File: config.mk
export PLATFORM = sky130hd
export DESIGN_NAME = wnpp_dist
export DESIGN_NICKNAME = d
export VERILOG_FILES = /design/src/hdl/wnpp_pkg.sv /design/src/hdl/wnpp_dist.sv
export SDC_FILE = /design/constraint.sdc
export NUM_CORES = 2
export LEC_CHECK = 0
export ABC_AREA = 1
export BUFFER_PORTS_ARGS = -buffer_cell sky130_fd_sc_hd__buf_2
export CELL_PAD_IN_SITES_DETAIL_PLACEMENT = 0
export CELL_PAD_IN_SITES_GLOBAL_PLACEMENT = 2
export CORE_ASPECT_RATIO = 2
export CORE_MARGIN = 4
export CORE_UTILIZATION = 42
export DETAILED_ROUTE_END_ITERATION = 10
export GPL_TIMING_DRIVEN = 0
export MAX_ROUTING_LAYER = met4
export PLACE_DENSITY_LB_ADDON = 0.15
export SLEW_MARGIN = 20
export SYNTH_ARGS = -nofsm -noshare
export SYNTH_HDL_FRONTEND = slang
export SYNTH_SLANG_ARGS = --single-unit
File: constraint.sdc
create_clock -name clk -period 14.1 [get_ports clk]
set_input_delay 2.115 -clock clk [delete_from_list [all_inputs] [get_ports clk]]
set_output_delay 2.115 -clock clk [all_outputs]
set_load 0.005 [all_outputs]
File: src/hdl/wnpp_pkg.sv
// Shared types and constants for the windowed nearest path point search.
package wnpp_pkg;

  localparam int PATH_DEPTH_DEF  = 4096;
  localparam int COORD_WIDTH_DEF = 24;

  localparam int ADDR_W  = 12;
  localparam int LEN_W   = 13;
  localparam int WIN_W   = 8;
  localparam int IDX_W   = 13;
  localparam int OUT_D_W = 49;
  localparam int CFG_IDX_W = 2;

  localparam logic [WIN_W-1:0] BACK_WINDOW_RST  = 8'd10;
  localparam logic [WIN_W-1:0] AHEAD_WINDOW_RST = 8'd120;
  localparam logic [OUT_D_W-1:0] DIST_MAX = '1;

  localparam logic OP_LOAD  = 1'b0;
  localparam logic OP_QUERY = 1'b1;

  localparam logic [CFG_IDX_W-1:0] REG_PATH_LENGTH  = 2'd0;
  localparam logic [CFG_IDX_W-1:0] REG_BACK_WINDOW  = 2'd1;
  localparam logic [CFG_IDX_W-1:0] REG_AHEAD_WINDOW = 2'd2;

  typedef enum logic [1:0] {
    ST_IDLE,
    ST_SCAN,
    ST_FINISH
  } state_t;

  typedef struct packed {
    logic             vld;
    logic [IDX_W-1:0] idx;
  } scan_tag_t;

endpackage

File: src/hdl/wnpp_dist.sv
// Pipelined squared-distance unit shared by every point of a scan.
module wnpp_dist #(
  parameter int COORD_WIDTH = wnpp_pkg::COORD_WIDTH_DEF,
  localparam int SW = 2 * COORD_WIDTH + 1,
  localparam int KW = (SW > 64) ? 64 : SW
) (
  input  logic                          clk,
  input  logic                          rst,
  input  wnpp_pkg::scan_tag_t           issue,
  input  logic [COORD_WIDTH-1:0]        rd_x,
  input  logic [COORD_WIDTH-1:0]        rd_y,
  input  logic signed [COORD_WIDTH-1:0] qx,
  input  logic signed [COORD_WIDTH-1:0] qy,
  output wnpp_pkg::scan_tag_t           res_tag,
  output logic [KW-1:0]                 dsq,
  output logic                          busy
);

  wnpp_pkg::scan_tag_t t1, t2, t3, t4;

  logic signed [COORD_WIDTH:0] dx_c, dy_c;
  logic [COORD_WIDTH-1:0]      mx_c, my_c, mx, my;
  logic [2*COORD_WIDTH-1:0]    sqx, sqy;
  logic [SW-1:0]               sum_c;

  assign dx_c = (COORD_WIDTH+1)'($signed(rd_x)) - (COORD_WIDTH+1)'(qx);
  assign dy_c = (COORD_WIDTH+1)'($signed(rd_y)) - (COORD_WIDTH+1)'(qy);
  assign mx_c = dx_c[COORD_WIDTH] ? COORD_WIDTH'(-dx_c) : COORD_WIDTH'(dx_c);
  assign my_c = dy_c[COORD_WIDTH] ? COORD_WIDTH'(-dy_c) : COORD_WIDTH'(dy_c);
  assign sum_c = SW'(sqx) + SW'(sqy);

  always_ff @(posedge clk) begin
    if (rst) begin
      t1.vld <= 1'b0;
      t2.vld <= 1'b0;
      t3.vld <= 1'b0;
      t4.vld <= 1'b0;
    end else begin
      t1.vld <= issue.vld;
      t2.vld <= t1.vld;
      t3.vld <= t2.vld;
      t4.vld <= t3.vld;
    end
    t1.idx <= issue.idx;
    t2.idx <= t1.idx;
    t3.idx <= t2.idx;
    t4.idx <= t3.idx;
    mx  <= mx_c;
    my  <= my_c;
    sqx <= mx * mx;
    sqy <= my * my;
  end

  // sum of squares saturates at 64 bits for the compare when it is wider
  generate
    if (SW > 64) begin : g_sat
      always_ff @(posedge clk) begin
        dsq <= (|sum_c[SW-1:64]) ? '1 : sum_c[63:0];
      end
    end else begin : g_nosat
      always_ff @(posedge clk) begin
        dsq <= sum_c;
      end
    end
  endgenerate

  assign res_tag = t4;
  assign busy    = t1.vld | t2.vld | t3.vld | t4.vld;

endmodule

# After elaboration in Yosys (flattened, before gate mapping)
# Index checks and enable logic that the tools add are counted.
# classes
add_sub_neg	5
n_mul	2
n_mux	2
bitwise_logic	3
# op_table
operator	n
multiplier 24 x 24 -> 48 bit	2
subtractor 24 x 24 -> 25 bit	2
adder 48 x 48 -> 49 bit	1
2-to-1 mux 24 bit	2
negator 24 bit	2
bitwise OR 1 bit	3
# word_totals
regBits	249

# Longest topological paths before layout
# logic_depth
ltp_word	3
depth_mapped	31
ltp_nobuf	30

# Worst setup path after synthesis
# Ideal clock, no wire load.
# synth_path
path_kind	register to register
start	register my[2]
end	register sqy[38]
setup_ns	0.112
t_arrival_ns	6.100
required_time_ns	13.988
setup_slack_ns	7.888
path_stages_with_launch	27
path_cell_list	dfxtp_1 clkbuf_1 nand2_1 fa_1 inv_1 fa_1 inv_1 fa_1 inv_1 fa_1 inv_1 fa_1 inv_1 fa_1 inv_1 fa_1 inv_1 ha_1 nand2_1 nor2_1 nand2_1 o21ai_0 a21oi_1 o21bai_1 nand2_1 nand3_1 nand2_1
# synth_via
elab_chain_cells	1
# synth_lines
element	line_no	rtl
start: declaration	wnpp_dist.sv:22	logic [COORD_WIDTH-1:0] mx_c, my_c, mx, my;
start signal: assignment	wnpp_dist.sv:49	my <= my_c;
multiplier 24 x 24 -> 48 bit	wnpp_dist.sv:51	sqy <= my * my;
end signal: assignment	wnpp_dist.sv:51	
end: declaration	wnpp_dist.sv:23	logic [2*COORD_WIDTH-1:0] sqx, sqy;
# No other way between the ends.
# A chain may end at the register's enable or synchronous reset.

# Final worst setup path
# layout_path
start	register my[16]
end	register sqy[41]
# Same word-level chain as after synthesis.

==> metrics.cfg <==
[timing]
whs_ps = 323
skew_ps = 25.0
report.final.setup_viol = 0
timing.final.crit_share_pct = 61.1
final_hold_viol_count = 0
finalSetupTns_ps = 0
grt_setup_unrepaired = no
slew_violations = 0
final_critical_path_setup_slack_ps = 5490
timing.final.crit_period_ps = 8610
fmaxAchievable_mhz = 116
worst-slew-pin-transition_ps = 1230
timing.max_slew.rel_slack_pct = 18.0

[worst_hold_path]
worst_hold_startpoint = t1[8]$_DFF_P_
min_delay_worst_endpoint = t2[8]$_DFF_P_
min_delay_path_depth = 0
min_path_type = flip-flop to flip-flop

[global_routing]
pin_count_of_the_biggest_net_entering_global_routing = 17
vias_in_the_first_global_route = 43200
overflow_left_after_global_routing = 0
initial_antenna_violation_count = 5
grt_first_pass_wirelength_um = 266000
total_global_routing_track_utilization_pct = 32.1

[cts]
cts.htree.levels = 1
clockRootBuffer = clkbuf_16
post_cts.repair.setup_buffers = 0
cts_repair_resize_count = 0
clk_transition_reported_paths_ps = 70
tritoncts_num_sinks = 247
clock_insertion_delay_worst_skew_ps = 650
hold_fix_buffer_count_after_cts = 0
cts_tree = yes
tritoncts.num_buffers = 28
largest_buffer_count_on_any_clock_path = 3

[yosys]
yosys.area.top_type = fa_1
syn-mean-instance-area_um2 = 7.68
netlist_area_um2 = 47000
synth.top_cell.area_share_pct = 36.0
synth.most_common_cell = inv_1
yosysSeqAreaShare_pct = 10.5
synth_async_sr_flop_share_pct = 0
synthTopCellsByArea = fa_1, inv_1, ha_1
synth.cells.most_frequent = inv_1, nand2_1, fa_1
mappedNetlistNets = 7530
synth_enable_flop_cells = 0
ys.warnings.count = 0
netlist-cell-type-count = 43
syn_inst = 6119
yosys_most_used_dff = dfxtp_1
synth.ff_latch_count = 247

[route]
met2_wire_length_um = 101000
drc = 0
top_layer_used = met4
met1_length_um = 53800
drtPass1Iterations = 7
final_antenna_net_count = 0
routed_wire_length_per_instance_um = 23.0
detailroute.wirelength.met3_um = 6010
drt_first_iter_violations = 1626
post_drt_via_cell_ratio = 4.94
detailroute.via_count = 38700
route.final.wire_length_um = 180000

[die]
start_util_pct = 42.3
core_area_um2 = 111000
die-width_um = 244
floorplan.die_area_um2 = 118000
rows = 173
pin_count = 176
die_height_um = 481

[worst_setup_path]
worst_r2r_startpoint = my[16]$_DFF_P_
reg2reg_to = sqy[41]$_DFF_P_
crit_path_end_kind = flip-flop
reg2regPathDepth = 23
critPathKind = flip-flop to flip-flop
ff2ff_setup_slack_ps = 5490
startpoint_type = flip-flop
worstPathRequired_ps = 14660
critical_path_peak_fanout = 10
timing.critical_path.arrival_ps = 9170

[placement]
place_congestion = 0.991
io_buffer_count = 175
place_hpwl_um = 159000
pre_cts_slack_ps = 5550
detailed_place.area_um2 = 49700

[cells_and_area]
num-nets-final = 7736
syn_to_final_growth_pct = 8.00
post-route-cell-area_um2 = 50700
share_of_layout_cells_above_drive_strength_1_pct = 4.36
layout.filler_cells = 11700

[status]
run_status = completed

[flow_run]
cap_viol_max_count = 0

==> cell families after synthesis <==
group	Yosys count	share of synthesized area (%)
adder cells (fa/ha/maj)	1299	48.1
AND/OR/NAND/NOR	1995	17.1
AO/OA/AOI/OAI	434	5.17
XOR/XNOR	179	3.38
flip-flops	247	10.5
buffers and inverters	1965	15.7
==> layout by cell type (no fill, tap or decap), types with 4 or more instances in the layout <==
master,count
inv_1,1855
nand2_1,1362
fa_1,845
ha_1,454
nor2_1,330
dfxtp_1,247
a21oi_1,205
nand3_1,185
buf_2,179
xor2_1,112
o21ai_0,109
clkbuf_1,91
xnor2_1,66
a31oi_1,37
nand4_1,30
clkbuf_16,28
nor3_1,25
a21o_1,22
o21bai_1,20
nor4_1,19
nand2_2,15
clkbuf_2,9
a21boi_0,9
o21a_1,7
nand3b_1,6
inv_8,6
o21ai_1,5
o211ai_1,5
and3_1,5
nor2_2,5
diode_2,4
a221oi_1,4
or2_2,4
nand3_2,4
==> through the flow <==
stage               instances  util (%)
floorplan                6119         -
global placement         7781      44.8
detailed placement       7782      44.8
CTS                      7833      45.7
global route             7836      45.7
finish                   7837      45.7
==> sequential cells by signal, summed over array words and instances (netlist names) <==
| name | count |
|---|---|
| dsq | 49 |
| sqx | 47 |
| sqy | 47 |
| mx | 24 |
| my | 24 |
| res_tag | 14 |
| t1 | 14 |
| t2 | 14 |
| t3 | 14 |
==> area by class of cell <==
class / count / area (µm²) / area share [%]
multi-input combinational: 3907 / 34600 / 68.3
buffer: 106 / 429 / 0.846
tap: 1487 / 1860 / 3.67
antenna: 4 / 10.0 / 0.0197
sequential: 247 / 4940 / 9.75
inverter: 1859 / 6980 / 13.8
clock inverter: 21 / 259 / 0.511
clock buffer: 30 / 728 / 1.44
timing repair buffer: 176 / 887 / 1.75
==> layer usage <==
layer | vias up | GRT usage [%]
met1 | 18800 | 27.2
met4 | 0 | 25.5
met3 | 604 | 2.72
met5 | - | -
met2 | 1067 | 62.8
li1 | 18200 | -
==> worst max-delay path, cell delays in order, from the launching register on <==
cell      delay (ps)
dfxtp_1          740
clkbuf_1         970
nand2_1          270
fa_1             590
inv_1             60
fa_1             520
fa_1             550
inv_1             50
fa_1             490
inv_1             50
fa_1             510
fa_1             550
inv_1             70
fa_1             480
inv_1             60
ha_1             460
a21oi_1          560
o21ai_0          310
a21oi_1          290
inv_1             60
o21ai_0          160
nand3_1          310
a21oi_1          260
xor2_1           150
==> worst max-delay path by stage <==
stage                    from               to  slack, ps  cells after the start
6_report       my[16]$_DFF_P_  sqy[41]$_DFF_P_       5490                     23
5_1_grt         mx[5]$_DFF_P_  sqx[33]$_DFF_P_       5370                     26
4_1_cts        my[14]$_DFF_P_  sqy[38]$_DFF_P_       5540                     26
3_5_place_dp   my[14]$_DFF_P_  sqy[38]$_DFF_P_       5550                     26
3_3_place_gp   my[16]$_DFF_P_  sqy[38]$_DFF_P_       5520                     26
2_1_floorplan   my[2]$_DFF_P_  sqy[38]$_DFF_P_       7890                     26
Power is not shown: default switching activity piles up to over one toggle a cycle in this logic, so the estimate is an artifact.
